### src/sv/mqtt_session_keepalive_defines.svh
// Assertion macros shared by the keepalive controller RTL.
// Included by the files that carry concurrent assertions; no other dependencies.
`ifndef MQTT_SESSION_KEEPALIVE_DEFINES_SVH
`define MQTT_SESSION_KEEPALIVE_DEFINES_SVH

// Checked on every rising edge outside reset.
`define MQTTKA_ASSERT(lbl, clk, rst_n, prop, msg) \
    lbl: assert property (@(posedge clk) disable iff (!rst_n) prop) else $error(msg);

// Checked on every rising edge, reset included.
`define MQTTKA_ASSERT_ALWAYS(lbl, clk, prop, msg) \
    lbl: assert property (@(posedge clk) prop) else $error(msg);

`endif

### src/sv/mqttka_pkg.sv
// Types, packet codes and helper functions of the keepalive controller.
// Used by every module of the block; depends on nothing.
`default_nettype none

package mqttka_pkg;

    localparam int MS_PER_S = 1000;
    localparam logic [16:0] WAIT_MAX = 17'h1FFFF;
    localparam logic [15:0] INT_MS_MAX = 16'hFFFF;
    localparam logic [7:0] MISS_MAX = 8'hFF;

    localparam logic [7:0] PT_CONNECT = 8'h10;
    localparam logic [7:0] PT_SUBSCRIBE = 8'h82;
    localparam logic [7:0] PT_CONNACK = 8'h20;
    localparam logic [7:0] PT_SUBACK = 8'h90;
    localparam logic [7:0] PT_PINGRESP = 8'hD0;
    localparam logic [7:0] PT_PUBLISH = 8'h30;

    localparam logic [6:0] NORMAL_INT_RST = 7'd15;
    localparam logic [6:0] FAST_INT_RST = 7'd2;
    localparam logic [15:0] REPLY_TMO_RST = 16'd2000;
    localparam logic [7:0] GIVE_UP_RST = 8'd5;

    typedef enum logic [1:0] {
        FUNC_TICK = 2'd0,
        FUNC_RX   = 2'd1,
        FUNC_TXQ  = 2'd2,
        FUNC_LINK = 2'd3
    } t_func;

    typedef enum logic [1:0] {
        CFG_NORMAL_INT = 2'd0,
        CFG_FAST_INT   = 2'd1,
        CFG_REPLY_TMO  = 2'd2,
        CFG_GIVE_UP    = 2'd3
    } t_cfg_idx;

    typedef struct packed {
        logic [6:0]  normal_interval_s;
        logic [6:0]  fast_interval_s;
        logic [15:0] reply_timeout_ms;
        logic [7:0]  give_up_count;
    } t_cfg;

    typedef struct packed {
        logic [1:0] func;
        logic [7:0] elapsed_ms;
        logic [7:0] packet_type;
        logic [7:0] return_code;
        logic       link_ok;
    } t_item;

    typedef struct packed {
        logic       send_ping;
        logic       link_dropped;
        logic       tx_allowed;
        logic       publish_received;
        logic       is_connected;
        logic       is_subscribed;
        logic [7:0] unanswered;
    } t_result;

    function automatic logic [15:0] secs_to_ms(input logic [6:0] secs);
        logic [16:0] ms;
        ms = 17'(secs) * 17'(MS_PER_S);
        return (ms > 17'(INT_MS_MAX)) ? INT_MS_MAX : ms[15:0];
    endfunction

endpackage

`default_nettype wire

### src/sv/mqttka_cfg.sv
// Configuration register file of the keepalive controller.
// Depends on mqttka_pkg for the register indexes and reset values.
`default_nettype none

module mqttka_cfg (
    input  wire logic              i_clk,
    input  wire logic              i_rst_n,
    input  wire logic              i_we,
    input  wire logic [1:0]        i_idx,
    input  wire logic [15:0]       i_data,
    output mqttka_pkg::t_cfg       o_cfg
);
    import mqttka_pkg::*;

    t_cfg r_cfg;

    always_ff @(posedge i_clk) begin
        if (!i_rst_n) begin
            r_cfg.normal_interval_s <= NORMAL_INT_RST;
            r_cfg.fast_interval_s <= FAST_INT_RST;
            r_cfg.reply_timeout_ms <= REPLY_TMO_RST;
            r_cfg.give_up_count <= GIVE_UP_RST;
        end else if (i_we) begin
            case (t_cfg_idx'(i_idx))
                CFG_NORMAL_INT: r_cfg.normal_interval_s <= i_data[6:0];
                CFG_FAST_INT:   r_cfg.fast_interval_s <= i_data[6:0];
                CFG_REPLY_TMO:  r_cfg.reply_timeout_ms <= i_data;
                CFG_GIVE_UP:    r_cfg.give_up_count <= i_data[7:0];
                default: begin
                end
            endcase
        end
    end

    assign o_cfg = r_cfg;

endmodule

`default_nettype wire

### src/sv/mqttka_core.sv
// Session state and per-request update logic of the keepalive controller.
// Depends on mqttka_pkg and the assertion macros header.
`default_nettype none
`include "mqtt_session_keepalive_defines.svh"

module mqttka_core (
    input  wire logic              i_clk,
    input  wire logic              i_rst_n,
    input  wire logic              i_fire,
    input  wire mqttka_pkg::t_item i_item,
    input  wire mqttka_pkg::t_cfg  i_cfg,
    output mqttka_pkg::t_result    o_res
);
    import mqttka_pkg::*;

    logic        r_conn, n_conn;
    logic        r_connack, n_connack;
    logic        r_sub, n_sub;
    logic        r_ping_en, n_ping_en;
    logic [15:0] r_int_ms, n_int_ms;
    logic [16:0] r_icnt, n_icnt;
    logic        r_ping_due, n_ping_due;
    logic [7:0]  r_miss, n_miss;
    logic [16:0] r_wait, n_wait;

    t_func       w_func;
    logic [16:0] w_icnt_sum;
    logic [17:0] w_wait_sum;
    logic [16:0] w_wait_sat;
    logic        w_ping;
    logic        w_tx;
    logic        w_pub;

    assign w_func = t_func'(i_item.func);
    assign w_icnt_sum = r_icnt + 17'(i_item.elapsed_ms);
    assign w_wait_sum = 18'(r_wait) + 18'(i_item.elapsed_ms);
    assign w_wait_sat = w_wait_sum[17] ? WAIT_MAX : w_wait_sum[16:0];

    always_comb begin
        n_conn = r_conn;
        n_connack = r_connack;
        n_sub = r_sub;
        n_ping_en = r_ping_en;
        n_int_ms = r_int_ms;
        n_icnt = r_icnt;
        n_ping_due = r_ping_due;
        n_miss = r_miss;
        n_wait = r_wait;
        w_ping = 1'b0;
        w_tx = 1'b0;
        w_pub = 1'b0;
        case (w_func)
            FUNC_TICK: begin
                if (r_ping_en) begin
                    if (w_icnt_sum >= 17'(r_int_ms)) begin
                        n_icnt = '0;
                        n_ping_due = 1'b1;
                    end else begin
                        n_icnt = w_icnt_sum;
                    end
                end else begin
                    n_icnt = '0;
                end
                if (r_miss != '0) begin
                    n_wait = w_wait_sat;
                end
                if (n_ping_due || (n_wait > 17'(i_cfg.reply_timeout_ms))) begin
                    n_ping_due = 1'b0;
                    n_wait = '0;
                    if (r_miss == i_cfg.give_up_count) begin
                        n_conn = 1'b0;
                        n_ping_en = 1'b0;
                    end else if (r_miss == 8'd0) begin
                        w_ping = 1'b1;
                    end else if (r_miss == 8'd1) begin
                        n_int_ms = secs_to_ms(i_cfg.fast_interval_s);
                        n_icnt = '0;
                        n_ping_en = 1'b1;
                        w_ping = 1'b1;
                    end else if (r_miss < i_cfg.give_up_count) begin
                        w_ping = 1'b1;
                    end
                    if (r_miss != MISS_MAX) begin
                        n_miss = r_miss + 8'd1;
                    end
                end
            end
            FUNC_RX: begin
                if (r_conn) begin
                    if (i_item.packet_type == PT_CONNACK) begin
                        if (i_item.return_code == 8'd0) begin
                            n_connack = 1'b1;
                        end else begin
                            n_conn = 1'b0;
                        end
                    end else if (i_item.packet_type == PT_SUBACK) begin
                        if (i_item.return_code <= 8'd1) begin
                            n_sub = 1'b1;
                            n_miss = '0;
                            n_int_ms = secs_to_ms(i_cfg.normal_interval_s);
                            n_icnt = '0;
                            n_ping_en = 1'b1;
                        end else begin
                            n_conn = 1'b0;
                        end
                    end else if (i_item.packet_type == PT_PINGRESP) begin
                        if (r_miss == 8'd1) begin
                            n_miss = '0;
                        end else if (r_miss > 8'd1) begin
                            n_miss = '0;
                            n_int_ms = secs_to_ms(i_cfg.normal_interval_s);
                            n_icnt = '0;
                            n_ping_en = 1'b1;
                        end
                    end else if (i_item.packet_type == PT_PUBLISH) begin
                        w_pub = 1'b1;
                    end
                end
            end
            FUNC_TXQ: begin
                w_tx = r_conn && ((i_item.packet_type == PT_CONNECT) ||
                                  ((i_item.packet_type == PT_SUBSCRIBE) && r_connack) ||
                                  r_sub);
            end
            FUNC_LINK: begin
                if (!r_conn) begin
                    n_ping_en = 1'b0;
                    if (i_item.link_ok) begin
                        n_conn = 1'b1;
                        n_connack = 1'b0;
                        n_sub = 1'b0;
                    end
                end
            end
            default: begin
            end
        endcase
    end

    always_ff @(posedge i_clk) begin
        if (!i_rst_n) begin
            r_conn <= 1'b0;
            r_connack <= 1'b0;
            r_sub <= 1'b0;
            r_ping_en <= 1'b0;
            r_int_ms <= '0;
            r_icnt <= '0;
            r_ping_due <= 1'b0;
            r_miss <= '0;
            r_wait <= '0;
        end else if (i_fire) begin
            r_conn <= n_conn;
            r_connack <= n_connack;
            r_sub <= n_sub;
            r_ping_en <= n_ping_en;
            r_int_ms <= n_int_ms;
            r_icnt <= n_icnt;
            r_ping_due <= n_ping_due;
            r_miss <= n_miss;
            r_wait <= n_wait;
        end
    end

    always_comb begin
        o_res.send_ping = w_ping;
        o_res.link_dropped = r_conn && !n_conn;
        o_res.tx_allowed = w_tx;
        o_res.publish_received = w_pub;
        o_res.is_connected = n_conn;
        o_res.is_subscribed = n_sub;
        o_res.unanswered = n_miss;
    end

    // A pending ping is always consumed by the escalation step of the same tick.
    `MQTTKA_ASSERT(a_no_stale_ping_due, i_clk, i_rst_n, !r_ping_due,
        "ping_due left pending")
    `MQTTKA_ASSERT(a_ping_only_on_tick, i_clk, i_rst_n, w_ping |-> (w_func == FUNC_TICK),
        "ping requested outside a tick")
    `MQTTKA_ASSERT(a_tick_miss_monotonic, i_clk, i_rst_n,
        (i_fire && (w_func == FUNC_TICK)) |=> (r_miss >= $past(r_miss)),
        "miss count fell on a tick")

endmodule

`default_nettype wire

### src/sv/mqtt_session_keepalive.sv
// Top level of the MQTT client keepalive and session controller.
// Instantiates mqttka_cfg and mqttka_core; depends on mqttka_pkg and the macros header.
//
// Requests enter on the input channel (i_valid / o_ready) as one of four kinds:
// a time tick, a received packet header, a transmit gate query or a link attempt
// result. Each request yields exactly one result on the output channel
// (o_valid / i_ready) carrying the ping request, link drop, gate answer, publish
// flag and the current session state.
// The path is an input register, the state update logic and a result register;
// an accepted request moves into the result register when the output side is
// free. One request is taken per cycle for as long as the output side keeps
// taking results; the session state updates in the cycle a request moves into
// the result register.
// When the receiver stalls, the result holds, one more request waits in the
// input register, and o_ready then drops until the result is taken.
// Synchronous active-low reset clears the session state, restores the register
// defaults (15 s, 2 s, 2000 ms, give up at 5) and empties both stages. The user must
// write registers via i_cfg_we / i_cfg_idx / i_cfg_data only while idle; unenforced.
`default_nettype none
`include "mqtt_session_keepalive_defines.svh"

module mqtt_session_keepalive (
    input  wire logic        i_clk,
    input  wire logic        i_rst_n,
    input  wire logic        i_cfg_we,
    input  wire logic [1:0]  i_cfg_idx,
    input  wire logic [15:0] i_cfg_data,
    input  wire logic        i_valid,
    output logic             o_ready,
    input  wire logic [1:0]  i_func,
    input  wire logic [7:0]  i_elapsed_ms,
    input  wire logic [7:0]  i_packet_type,
    input  wire logic [7:0]  i_return_code,
    input  wire logic        i_link_ok,
    output logic             o_valid,
    input  wire logic        i_ready,
    output logic             o_send_ping,
    output logic             o_link_dropped,
    output logic             o_tx_allowed,
    output logic             o_publish_received,
    output logic             o_is_connected,
    output logic             o_is_subscribed,
    output logic [7:0]       o_unanswered
);
    import mqttka_pkg::*;

    t_cfg    w_cfg;
    t_item   r_item;
    logic    r_in_vld;
    t_result w_res;
    t_result r_res;
    logic    r_out_vld;
    logic    w_out_free;
    logic    w_fire;
    logic    w_accept;

    assign w_out_free = !r_out_vld || i_ready;
    assign w_fire = r_in_vld && w_out_free;
    assign o_ready = !r_in_vld || w_out_free;
    assign w_accept = i_valid && o_ready;

    mqttka_cfg u_cfg (
        .i_clk   (i_clk),
        .i_rst_n (i_rst_n),
        .i_we    (i_cfg_we),
        .i_idx   (i_cfg_idx),
        .i_data  (i_cfg_data),
        .o_cfg   (w_cfg)
    );

    mqttka_core u_core (
        .i_clk   (i_clk),
        .i_rst_n (i_rst_n),
        .i_fire  (w_fire),
        .i_item  (r_item),
        .i_cfg   (w_cfg),
        .o_res   (w_res)
    );

    always_ff @(posedge i_clk) begin
        if (!i_rst_n) begin
            r_in_vld <= 1'b0;
        end else if (w_accept) begin
            r_in_vld <= 1'b1;
        end else if (w_fire) begin
            r_in_vld <= 1'b0;
        end
    end

    always_ff @(posedge i_clk) begin
        if (w_accept) begin
            r_item.func <= i_func;
            r_item.elapsed_ms <= i_elapsed_ms;
            r_item.packet_type <= i_packet_type;
            r_item.return_code <= i_return_code;
            r_item.link_ok <= i_link_ok;
        end
    end

    always_ff @(posedge i_clk) begin
        if (!i_rst_n) begin
            r_out_vld <= 1'b0;
        end else if (w_fire) begin
            r_out_vld <= 1'b1;
        end else if (i_ready) begin
            r_out_vld <= 1'b0;
        end
    end

    always_ff @(posedge i_clk) begin
        if (w_fire) begin
            r_res <= w_res;
        end
    end

    assign o_valid = r_out_vld;
    assign o_send_ping = r_res.send_ping;
    assign o_link_dropped = r_res.link_dropped;
    assign o_tx_allowed = r_res.tx_allowed;
    assign o_publish_received = r_res.publish_received;
    assign o_is_connected = r_res.is_connected;
    assign o_is_subscribed = r_res.is_subscribed;
    assign o_unanswered = r_res.unanswered;

    `MQTTKA_ASSERT(a_accept_fills_input, i_clk, i_rst_n, w_accept |=> r_in_vld,
        "accepted request lost")
    `MQTTKA_ASSERT(a_fire_fills_output, i_clk, i_rst_n, w_fire |=> r_out_vld,
        "processed request produced no result")
    `MQTTKA_ASSERT(a_stall_blocks_input, i_clk, i_rst_n,
        (r_in_vld && r_out_vld && !i_ready) |-> !o_ready,
        "request taken with both stages full")

endmodule

`default_nettype wire
### config.mk
export PLATFORM = sky130hd
export DESIGN_NAME = mqtt_session_keepalive
export DESIGN_NICKNAME = d
export VERILOG_FILES = /design/src/sv/mqttka_pkg.sv /design/src/sv/mqttka_cfg.sv /design/src/sv/mqttka_core.sv /design/src/sv/mqtt_session_keepalive.sv
export VERILOG_INCLUDE_DIRS = /design/src /design/src/sv
export SDC_FILE = /design/constraint.sdc
export NUM_CORES = 1
export LEC_CHECK = 0
export ABC_AREA = 1
export BUFFER_PORTS_ARGS = -buffer_cell sky130_fd_sc_hd__clkbuf_2
export CORE_AREA = 2 2 157 159
export DETAILED_ROUTE_END_ITERATION = 7
export DIE_AREA = 0 0 159 161
export GPL_ROUTABILITY_DRIVEN = 0
export GPL_TIMING_DRIVEN = 0
export PLACE_DENSITY_LB_ADDON = 0.3
export SLEW_MARGIN = 40
export SYNTH_ARGS = -nofsm -noshare
export SYNTH_HDL_FRONTEND = slang
export SYNTH_SLANG_ARGS = --single-unit
### constraint.sdc
create_clock -name i_clk -period 5.26 [get_ports i_clk]
set_input_delay 0.526 -clock i_clk [delete_from_list [all_inputs] [get_ports i_clk]]
set_output_delay 0.526 -clock i_clk [all_outputs]
set_load 0.02 [all_outputs]
==> results of run 1 <==
-- how the worst min path moves through the flow --
stage                                  end  depth (start not counted)             start  slack [ps]
after floorplan           u_core.r_connack                          2  u_core.r_connack         420
after global placement    u_core.r_connack                          2  u_core.r_connack         440
after detailed placement  u_core.r_connack                          2  u_core.r_connack         450
after CTS                        r_item[8]                          1  i_return_code[7]         260
after global routing             r_item[8]                          1  i_return_code[7]         250
final                            r_item[8]                          1  i_return_code[7]         270
-- cells in the mapped netlist (3+ instances only) --
cell,instances,area (sq um)
a211oi_1,3,22.5
a21oi_1,118,591
a21oi_2,3,26.3
a31oi_1,4,25.0
buf_2,4,20.0
clkbuf_1,21,78.8
clkinv_1,4,15.0
dfxtp_1,101,2020
edfxtp_1,41,1230
fa_1,38,761
ha_1,129,1610
inv_1,190,713
inv_2,7,26.3
nand2_1,289,1080
nand3_1,73,365
nand3_2,7,70.1
nand3b_1,6,45.0
nand4_1,32,200
nor2_1,102,383
nor3_1,19,95.1
o211ai_1,6,45.0
o21ai_0,67,335
o21bai_1,3,22.5
o22ai_1,8,50.1
o31ai_1,3,22.5
or2_2,4,25.0
xnor2_1,11,96.3
xor2_1,28,245
-- placed cells by master (no fill, tap or decap), types with 11 or more instances in the layout --
| cell type | count |
|---|---|
| inv_1 | 189 |
| nand2_1 | 289 |
| xnor2_1 | 11 |
| fa_1 | 38 |
| nor3_1 | 19 |
| nand4_1 | 32 |
| clkbuf_2 | 66 |
| nand3_1 | 73 |
| o21ai_0 | 67 |
| clkbuf_1 | 20 |
| ha_1 | 129 |
| nor2_1 | 102 |
| xor2_1 | 28 |
| dfxtp_1 | 101 |
| edfxtp_1 | 41 |
| a21oi_1 | 118 |
| clkbuf_16 | 17 |
-- sequential cells by signal, summed over array words and instances (netlist names), 8 cells and up --
name	count
u_core.r_int_ms	14
u_cfg.o_cfg	38
r_item	27
o_unanswered	8
u_core.r_icnt	17
u_core.r_wait	17
u_core.r_miss	8
-- report_power, final --
group / internal (mW) / switching, mW / total [mW] / leakage, nW
clock: 0.753 / 0.506 / 1.26 / 0.287
combinational: 0.413 / 0.675 / 1.09 / 4.19
sequential: 1.17 / 0.0420 / 1.22 / 1.22
total: 2.34 / 1.22 / 3.56 / 5.69
-- worst register-to-register path, stage by stage, from the launching register on --
cell and delay [ps]:
dfxtp_1 590, fa_1 530, inv_1 100, fa_1 450, fa_1 530, inv_1 60, fa_1 450, ha_1 370
a21oi_1 180, o21ai_0 130, nand2_1 80, nand4_1 90, xnor2_1 510, nand2_1 110, nand2_1 230, nand4_1 150
a21oi_1 150
-- cells by family (layout without fill, tap and decap cells) --
kind of cell	count (synthesis)	count (layout)	synth area share, %
adders and majority gates	167	167	22.4
xor gates and xnor gates	39	39	3.22
DFF	142	142	30.7
AOI/OAI and AO/OA	231	231	12.0
buffers and inverters	233	329	8.52
and+or+nand+nor	550	550	23.2
-- area by class of cell --
cell class              instances  share of cell area [%]
multi-input cells             987                    54.0
flip-flops and latches        142                    27.2
inverters                     201                    6.32
clock buffers                  17                    3.56
well taps                     324                    3.39
repair buffers                 64                    2.68
clock inverters                15                    1.56
plain buffers                  32                    1.26
-- per-layer routing --
metal  vias to the layer above  global-route usage (%)
met2                       256                    34.1
li1                       4686                       -
met5                         -                       0
met1                      4198                    27.9
met3                        42                    3.47
met4                         0                    4.96
-- stage by stage --
step / cells / setup WS (ps) / hold WS, ps
2_1_floorplan: 1362 / 1120 / 424
3_3_place_gp: 1750 / 549 / 445
3_5_place_dp: 1750 / 465 / 453
4_1_cts: 1782 / 448 / 256
5_1_grt: 1782 / 114 / 252
6_report: 1782 / 465 / 265
==> qor.yml, run 1 <==
run_status:
  outcome: "complete, no violations"
routing:
  dr_wl_met3_mm: 1.38
  drt-initial-drc-count: 657
  ant_nets: 0
  num_vias: 9182
  drt_pass1_iterations: 6
  wl_met1_mm: 12.0
  avgViaCountPerCell: 5.15
  topRoutingLayerUsed: "met4"
  met2_length_mm: 11.7
  wirelength_mm: 25.4
  drc: 0
  wl_per_cell_microns: 14.3
clocking:
  root_buffer: "clkbuf_16"
  clock_sinks: 142
  clk_pin_slew_ps: 60
  htree_levels: 4
  cts_buffers: 17
  cts_resized: 0
  cts_tree: "yes"
  clockBufferDepth: 2
  cts_post_setup_buffers_inserted: 0
  postCtsHoldBufs: 0
  clock_latency_ps: 430
setup_path:
  rr_worst_depth: 16
  critPathMaxStageDelay_ps: 590
  cp-endpoint: "u_core.r_int_ms[2]"
  path_cells: "fa_1 > inv_1 > fa_1 > fa_1 > inv_1 > fa_1 > ha_1 > a21oi_1 > o21ai_0 > nand2_1 > nand4_1 > xnor2_1 > nand2_1 > nand2_1 > nand4_1 > a21oi_1"
  worstSetupStartpointType: "register"
  worstReg2RegEnd: "u_core.r_int_ms[2]"
  path_max_fanout: 8
  worstSetupPathType: "register to register"
  cp.required_ps: 5610
  cp_common_cell: "fa_1"
  cp-startpoint: "u_cfg.o_cfg[33]"
  arrival_ps: 5150
  critPathSlowestCell: "dfxtp_1"
  path_depth: 16
  rr_startpoint: "u_cfg.o_cfg[33]"
  crit_family: "adder cells"
  cp_num_buf_inv: 2
  rrSetupSlack_ps: 470
  cp-end-kind: "register"
logic_synthesis:
  synth_flop_cell: "dfxtp_1"
  syn_inst: 1362
  postSynth.asyncResetShare_pct: 0
  ys_ff_latch: 142
  ys_types: 58
  netlist_area_sq_um: 10600
  synthesis.nets: 1579
  synth-seq-area-share_pct: 30.7
  synth_edf_count: 41
  syn_area_per_cell_sq_um: 7.78
  yosysWarnings: 0
timing:
  hold_viol_final: 0
  setup-violations-final: 0
  relSlewSlack_pct: 47.8
  tightest_slew_ps: 776
  final.min_clock_period_ps: 4790
  fin_tns_setup_ps: 0
  fmax_ghz: 0.209
  slew_violations: 0
  period_share_pct: 91.2
  skew_ps: 9.14
  rsz0062_at_grt: "false"
floorplan:
  fp.coreArea_sq_um: 24000
  initial_core_util_pct: 44.2
  die_area_sq_um: 25600
  die_h_microns: 161
  pin_count: 66
  die_w_microns: 159
  num_rows: 57
power:
  finalPower_mw: 3.56
  power_density_nw_per_um2: 298
  total_leakage_power_nw: 5.69
  ir_drop_uv: 214
global_routing:
  grt_first_pass_wirelength_mm: 42.9
  gr-total-overflow: 0
  grt_usage_pct: 20.5
  grt_pass1_vias: 8812
  grt_max_degree: 28
  antenna_found_initial: 0
placement:
  io_buffers: 64
  postPlaceCellArea_sq_um: 11300
  dpl.hpwl_mm: 20.0
finish:
  drive_above_1_share_pct: 9.74
  fin_area_sq_um: 11900
  multi_input_area_sq_um: 6450
  fillers: 2360
  final_nets: 1662
  post-route-util_pct: 49.8
  antenna_cells: 0
  area_growth_pct: 12.6
  seqCellArea_sq_um: 3250
worst_hold_path:
  hold_class: "primary input to register"
flow_run:
  maxCapViolCount: 0
Power figures use the tool's default switching activity.
==> run 2: changes to the inputs <==
--- a/config.mk
+++ b/config.mk
@@ -6,11 +6,10 @@
 export SDC_FILE = /design/constraint.sdc
 export NUM_CORES = 1
 export LEC_CHECK = 0
-export ABC_AREA = 1
 export BUFFER_PORTS_ARGS = -buffer_cell sky130_fd_sc_hd__clkbuf_2
-export CORE_AREA = 2 2 157 159
+export CORE_AREA = 2 2 155 157
 export DETAILED_ROUTE_END_ITERATION = 7
-export DIE_AREA = 0 0 159 161
+export DIE_AREA = 0 0 157 159
 export GPL_ROUTABILITY_DRIVEN = 0
 export GPL_TIMING_DRIVEN = 0
 export PLACE_DENSITY_LB_ADDON = 0.3
==> qor.yml, run 2 <==
timing:
  fin_tns_setup_ps: 0  # unchanged
  fmax_ghz: 0.198  # was 0.209 GHz
  timing.final.ws_setup_ps: 207  # was 465 ps
  tightest_slew_ps: 812  # was 776 ps
  rsz0062_at_grt: "false"  # unchanged
  period_share_pct: 96.1  # was 91.2%
  slew_violations: 0  # unchanged
  skew_ps: 10.1  # was 9.14 ps
  final.min_clock_period_ps: 5050  # was 4790 ps
  hold_viol_final: 0  # unchanged
  setup-violations-final: 0  # unchanged
  relSlewSlack_pct: 45.7  # was 47.8%
floorplan:
  fp.coreArea_sq_um: 23200  # was 24000 sq um
  pin_count: 66  # unchanged
  die_w_microns: 157  # was 159 microns
  initial_core_util_pct: 44.5  # was 44.2%
  die_area_sq_um: 25000  # was 25600 sq um
  num_rows: 56  # was 57
  die_h_microns: 159  # was 161 microns
routing:
  met2_length_mm: 11.4  # was 11.7 mm
  ant_nets: 0  # unchanged
  drc: 0  # unchanged
  drt_pass1_iterations: 6  # unchanged
  num_vias: 8702  # was 9182
  wirelength_mm: 26.2  # was 25.4 mm
  wl_met1_mm: 12.4  # was 12.0 mm
  avgViaCountPerCell: 5.55  # was 5.15
  dr_wl_met3_mm: 1.66  # was 1.38 mm
  topRoutingLayerUsed: "met4"  # unchanged
  wl_per_cell_microns: 16.7  # was 14.3 microns
  drt-initial-drc-count: 622  # was 657
power:
  total_leakage_power_nw: 5.03  # was 5.69 nW
  finalPower_mw: 2.98  # was 3.56 mW
  ir_drop_uv: 234  # was 214 uV
  power_density_nw_per_um2: 255  # was 298 nW/um^2
clocking:
  clk_pin_slew_ps: 60  # about the same
  htree_levels: 4  # unchanged
  root_buffer: "clkbuf_16"  # unchanged
  clockBufferDepth: 2  # unchanged
  clock_latency_ps: 430  # about the same
  clock_sinks: 142  # unchanged
  cts_buffers: 17  # unchanged
  cts_tree: "yes"  # unchanged
setup_path:
  arrival_ps: 5380  # was 5150 ps
  worstSetupPathType: "register to register"  # unchanged
  path_max_fanout: 10  # was 8
  worstSetupStartpointType: "register"  # unchanged
  cp.required_ps: 5590  # was 5610 ps
  cp-end-kind: "register"  # unchanged
logic_synthesis:
  ys_types: 70  # was 58
  synth_flop_cell: "dfxtp_1"  # unchanged
  synth_edf_count: 41  # unchanged
  syn_inst: 1148  # was 1362
  yosysMostFrequentCell: "ha_1"  # was nand2_1
  ys_ff_latch: 142  # unchanged
  netlist_area_sq_um: 10300  # was 10600 sq um
  synth_top_area_share_pct: 19.6  # was 19.1%
  synthesis.nets: 1365  # was 1579
  syn_area_per_cell_sq_um: 8.99  # was 7.78 sq um
  yosysWarnings: 0  # unchanged
  synthTopCellsByArea: "dfxtp_1 (20%), ha_1 (16%), edfxtp_1 (12%)"  # was dfxtp_1 (19%), ha_1 (15%), edfxtp_1 (12%)
  postSynth.asyncResetShare_pct: 0  # unchanged
  synth_top_cell_by_area: "dfxtp_1"  # unchanged
  yosys-top-cells-count: "ha_1 (129), nand2_1 (118), dfxtp_1 (101), inv_1 (97)"  # was nand2_1 (289), inv_1 (190), ha_1 (129), a21oi_1 (118), nor2_1 (102)
  synth-seq-area-share_pct: 31.5  # was 30.7%
placement:
  pre_cts_slack_ps: -247  # was 465 ps
  dp_cells: 1532  # was 1750
  dpl.hpwl_mm: 20.0  # about the same
  io_buffers: 65  # was 64
global_routing:
  grt_usage_pct: 21.3  # was 20.5%
  grt_first_pass_wirelength_mm: 42.2  # was 42.9 mm
  gr-total-overflow: 0  # unchanged
  antenna_found_initial: 0  # unchanged
  grt_pass1_vias: 8336  # was 8812
  grt_max_degree: 28  # unchanged
finish:
  area_growth_pct: 13.3  # was 12.6%
  layout_commonest_cell: "ha_1"  # was nand2_1
  final_cell_mix: "ha_1 (129), nand2_1 (118), dfxtp_1 (99)"  # was nand2_1 (289), inv_1 (189), ha_1 (129)
  antenna_cells: 0  # unchanged
  final_nets: 1452  # was 1662
  fin_cells: 1567  # was 1782
  largest_reg_flops: 38  # unchanged
  drive_above_1_share_pct: 10.5  # was 9.74%
flow_run:
  maxCapViolCount: 0  # unchanged
worst_hold_path:
  hold_class: "primary input to register"  # unchanged
run_status:
  outcome: "complete, no violations"  # unchanged
run 2: changes by cell type in the layout (fill, tap and decap cells not counted), moves of 20 or more:
cell,previous run,this run
nand3_1,73,53
nor2_1,102,79
nand2_1,289,118
nand4_1,32,12
inv_1,189,97
a21oi_1,118,77
o21ai_0,67,34
run 2: report_power, final:
group          switching (mW)  internal, mW
Combinational           0.394         0.261
Clock                   0.468         0.673
Sequential             0.0267          1.16
run 2: cell families after synthesis:
group,after synthesis,share of synthesized area [%]
AND/OR/NAND/NOR,367,17.2
AO/OA/AOI/OAI,270,17.7
adder cells (fa/ha/maj),167,23.0
buffers and inverters,144,5.36
flip-flops,142,31.5
XOR/XNOR,39,3.31
multiplexers,19,1.87
run 2: area by class of cell:
cell class	instances	area, sq um
clock buffer	22	464
timing repair buffer	70	363
inverter	97	364
tap	319	399
multi-input combinational	862	6570
clock inverter	10	90.1
fill	2190	11500
buffer	45	188
sequential	142	3260
run 2: worst max-delay path: stages (launching register included):
cell	delay, ps
dfxtp_1	500
fa_1	500
inv_1	90
fa_1	440
fa_1	520
inv_1	50
fa_1	450
ha_1	350
o21a_1	220
a211oi_1	310
o21ai_0	170
a21oi_1	320
nor3b_1	110
or2_2	310
clkbuf_2	200
and3_1	200
a211oi_1	210
run 2: timing repair:
action	CTS	global route
pin swaps	0	3
resized for setup	5	12
hold buffers	0	0
buffers inserted	0	5
endpoints found under the setup margin	40	67
gates cloned	0	0
run 2: routing by layer:
layer | GRT usage (%) | up-vias
met5 | 0 | -
met4 | 7.42 | 0
met3 | 4.55 | 49
met2 | 31.8 | 273
met1 | 30.5 | 4072
li1 | - | 4308
run 2: through the flow:
| step | area, sq um | utilization (%) | hold slack [ps] |
|---|---|---|---|
| 2_1_floorplan | 10300 | - | 436 |
| 3_3_place_gp | 11000 | 47.6 | 444 |
| 3_5_place_dp | 11000 | 47.6 | 449 |
| 4_1_cts | 11600 | 50.1 | 262 |
| 5_1_grt | 11700 | 50.4 | 264 |
| 6_report | 11700 | 50.4 | 270 |
run 2: path summary, 6_finish.rpt:
check	depth (start not counted)	slack, ps	from	endpoint
min	1	270	i_packet_type[4]	r_item[13]
min reg2reg	2	460	u_cfg.o_cfg[11]	u_cfg.o_cfg[11]
max reg2reg	16	210	u_cfg.o_cfg[32]	u_core.r_int_ms[12]
max	16	210	u_cfg.o_cfg[32]	u_core.r_int_ms[12]
==> run 3: changes to the inputs <==
--- a/config.mk
+++ b/config.mk
@@ -7,13 +7,14 @@
 export NUM_CORES = 1
 export LEC_CHECK = 0
 export BUFFER_PORTS_ARGS = -buffer_cell sky130_fd_sc_hd__clkbuf_2
-export CORE_AREA = 2 2 155 157
+export CORE_AREA = 2 2 156 158
 export DETAILED_ROUTE_END_ITERATION = 7
-export DIE_AREA = 0 0 157 159
+export DIE_AREA = 0 0 158 160
 export GPL_ROUTABILITY_DRIVEN = 0
 export GPL_TIMING_DRIVEN = 0
 export PLACE_DENSITY_LB_ADDON = 0.3
 export SLEW_MARGIN = 40
 export SYNTH_ARGS = -nofsm -noshare
 export SYNTH_HDL_FRONTEND = slang
+export SYNTH_HIERARCHICAL = 1
 export SYNTH_SLANG_ARGS = --single-unit
==> qor.yml, run 3 <==
global_routing:
  grt_max_degree: 20  # was 28
  antenna_found_initial: 0  # unchanged
  grt_pass1_vias: 8308  # was 8336
  grt_usage_pct: 21.3  # about the same
  gr-total-overflow: 0  # unchanged
  grt_first_pass_wirelength_mm: 42.4  # was 42.2 mm
setup_path:
  path_max_fanout: 10  # unchanged
  rrSetupSlack_ps: 210  # about the same
  arrival_ps: 5230  # was 5380 ps
  worstSetupPathType: "register to register"  # unchanged
  cp-end-kind: "register"  # unchanged
  worstSetupStartpointType: "register"  # unchanged
  cp.required_ps: 5440  # was 5590 ps
flow_run:
  maxCapViolCount: 0  # unchanged
floorplan:
  fp.coreArea_sq_um: 23800  # was 23200 sq um
  initial_core_util_pct: 44.2  # was 44.5%
  die_area_sq_um: 25300  # was 25000 sq um
  die_h_microns: 160  # was 159 microns
  pin_count: 66  # unchanged
  die_w_microns: 158  # was 157 microns
  num_rows: 57  # was 56
placement:
  pre_cts_slack_ps: -182  # was -247 ps
  dpl.hpwl_mm: 20.1  # was 20.0 mm
  io_buffers: 65  # unchanged
logic_synthesis:
  synth_edf_count: 41  # unchanged
  ys_types: 77  # was 70
  postSynth.asyncResetShare_pct: 0  # unchanged
  synthesis.nets: 1340  # was 1365
  ys_ff_latch: 142  # unchanged
  synth_flop_cell: "dfxtp_1"  # unchanged
  yosysWarnings: 6  # was 0
  synth_top_area_share_pct: 19.2  # was 19.6%
  syn_inst: 1123  # was 1148
  netlist_area_sq_um: 10500  # was 10300 sq um
  syn_area_per_cell_sq_um: 9.38  # was 8.99 sq um
  synth_top_cell_by_area: "dfxtp_1"  # unchanged
  synth-seq-area-share_pct: 30.9  # was 31.5%
  yosysMostFrequentCell: "ha_1"  # unchanged
  synthTopCellsByArea: "dfxtp_1 (19%), ha_1 (15%), edfxtp_1 (12%)"  # was dfxtp_1 (20%), ha_1 (16%), edfxtp_1 (12%)
  yosys-top-cells-count: "ha_1 (129), nand2_1 (118), dfxtp_1 (101), inv_1 (99), mux2i_1 (47)"  # was ha_1 (129), nand2_1 (118), dfxtp_1 (101), inv_1 (97)
clocking:
  clk_pin_slew_ps: 60  # about the same
  root_buffer: "clkbuf_16"  # unchanged
  clockBufferDepth: 2  # unchanged
  htree_levels: 4  # unchanged
  cts_tree: "yes"  # unchanged
  clock_latency_ps: 430  # about the same
  cts_buffers: 17  # unchanged
  clock_sinks: 142  # unchanged
timing:
  hold_viol_final: 0  # unchanged
  skew_ps: 12.1  # was 10.1 ps
  period_share_pct: 96.0  # was 96.1%
  final.min_clock_period_ps: 5050  # about the same
  slew_violations: 0  # unchanged
  tightest_slew_ps: 730  # was 812 ps
  timing.final.ws_setup_ps: 210  # was 207 ps
  setup-violations-final: 0  # unchanged
  fmax_ghz: 0.198  # about the same
  relSlewSlack_pct: 51.3  # was 45.7%
routing:
  wirelength_mm: 26.0  # was 26.2 mm
  ant_nets: 0  # unchanged
  drt-initial-drc-count: 568  # was 622
  num_vias: 8524  # was 8702
  avgViaCountPerCell: 5.50  # was 5.55
  drt_pass1_iterations: 7  # was 6
  drc: 0  # unchanged
  wl_per_cell_microns: 16.8  # was 16.7 microns
finish:
  drive_above_1_share_pct: 12.2  # was 10.5%
  final_cell_mix: "ha_1 (129), nand2_1 (118), dfxtp_1 (101)"  # was ha_1 (129), nand2_1 (118), dfxtp_1 (99)
  fillers: 2261  # was 2190
  final_nets: 1429  # was 1452
  largest_reg_flops: 38  # unchanged
  layout_commonest_cell: "ha_1"  # unchanged
  antenna_cells: 0  # unchanged
  area_growth_pct: 13.1  # was 13.3%
power:
  power_density_nw_per_um2: 256  # was 255 nW/um^2
  total_leakage_power_nw: 5.45  # was 5.03 nW
  finalPower_mw: 3.05  # was 2.98 mW
  ir_drop_uv: 220  # was 234 uV
run_status:
  outcome: "complete, no violations"  # unchanged
worst_hold_path:
  hold_class: "primary input to register"  # unchanged
-- run 3: worst paths after layout --
path	from	to	cells past startpoint
min reg2reg	u_core/r_icnt[5]	u_core/r_icnt[5]	2
min	i_elapsed_ms[6]	r_item[23]	1
max reg2reg	u_core/r_miss[3]	o_unanswered[6]	18
max	u_core/r_miss[3]	o_unanswered[6]	18
-- run 3: layer usage --
| layer | part of all wire (%) | track usage [%] |
|---|---|---|
| met5 | 0 | 0 |
| met4 | 2.1 | 6.72 |
| met1 | 48 | 30.7 |
| met2 | 44 | 32.5 |
| met3 | 5.7 | 3.66 |
-- run 3: where the power goes --
part           internal, mW  switching, mW
logic                 0.311          0.417
clock network         0.671          0.461
registers              1.16         0.0304
-- run 3: cell families (layout without fill, tap and decap cells) --
kind of cell	Yosys count	count (layout)	share of synthesized area, %
AO/OA/AOI/OAI	225	225	14.9
AND/OR/NAND/NOR	349	349	17.5
buffers and inverters	148	250	5.88
adder cells (fa/ha/maj)	167	167	22.5
XOR/XNOR	42	42	3.56
flip-flops	142	142	30.9
multiplexers	50	50	4.79
-- run 3: repair_timing --
action | 4_1_cts | 5_1_grt
resized for setup | 1 | 9
hold buffers | 0 | 0
endpoints found under the hold margin | 0 | 0
setup buffers | 0 | 4
endpoints found under the setup margin | 41 | 59
pin swaps | 0 | 3
-- run 3: through the flow --
step	cell area (sq um)	util (%)	TNS [ps]	hold WS [ps]	instances
global route	11900	50.0	-6.29	251	1549
finish	11900	50.0	0	270	1549
global placement	11300	47.3	-1030	430	1512
floorplan	10500	-	0	420	1123
detailed placement	11300	47.4	-2720	442	1513
CTS	11800	49.7	0	256	1545
-- run 3: cell type report --
type / instances / area (sq um) / share of cell area [%]
multi-input cells: 833 / 6710 / 56.3
flip-flops and latches: 142 / 3250 / 27.3
clock buffers: 24 / 472 / 3.96
well taps: 324 / 405 / 3.40
repair buffers: 70 / 383 / 3.21
inverters: 101 / 379 / 3.18
plain buffers: 47 / 246 / 2.07
clock inverters: 8 / 68.8 / 0.578
-- run 3: critical path: stages (launching register included) --
cell and delay, ps:
dfxtp_1 320, buf_6 130, or4_4 530, or4b_4 530
buf_6 160, clkbuf_2 190, nand4_1 140, xor2_1 150
nand2_1 140, ha_1 340, and4_1 230, nand4_1 120
or4_1 560, a21oi_2 170, o21ai_2 130, or3_4 440
clkbuf_4 220, a31oi_1 200, nor3_1 80
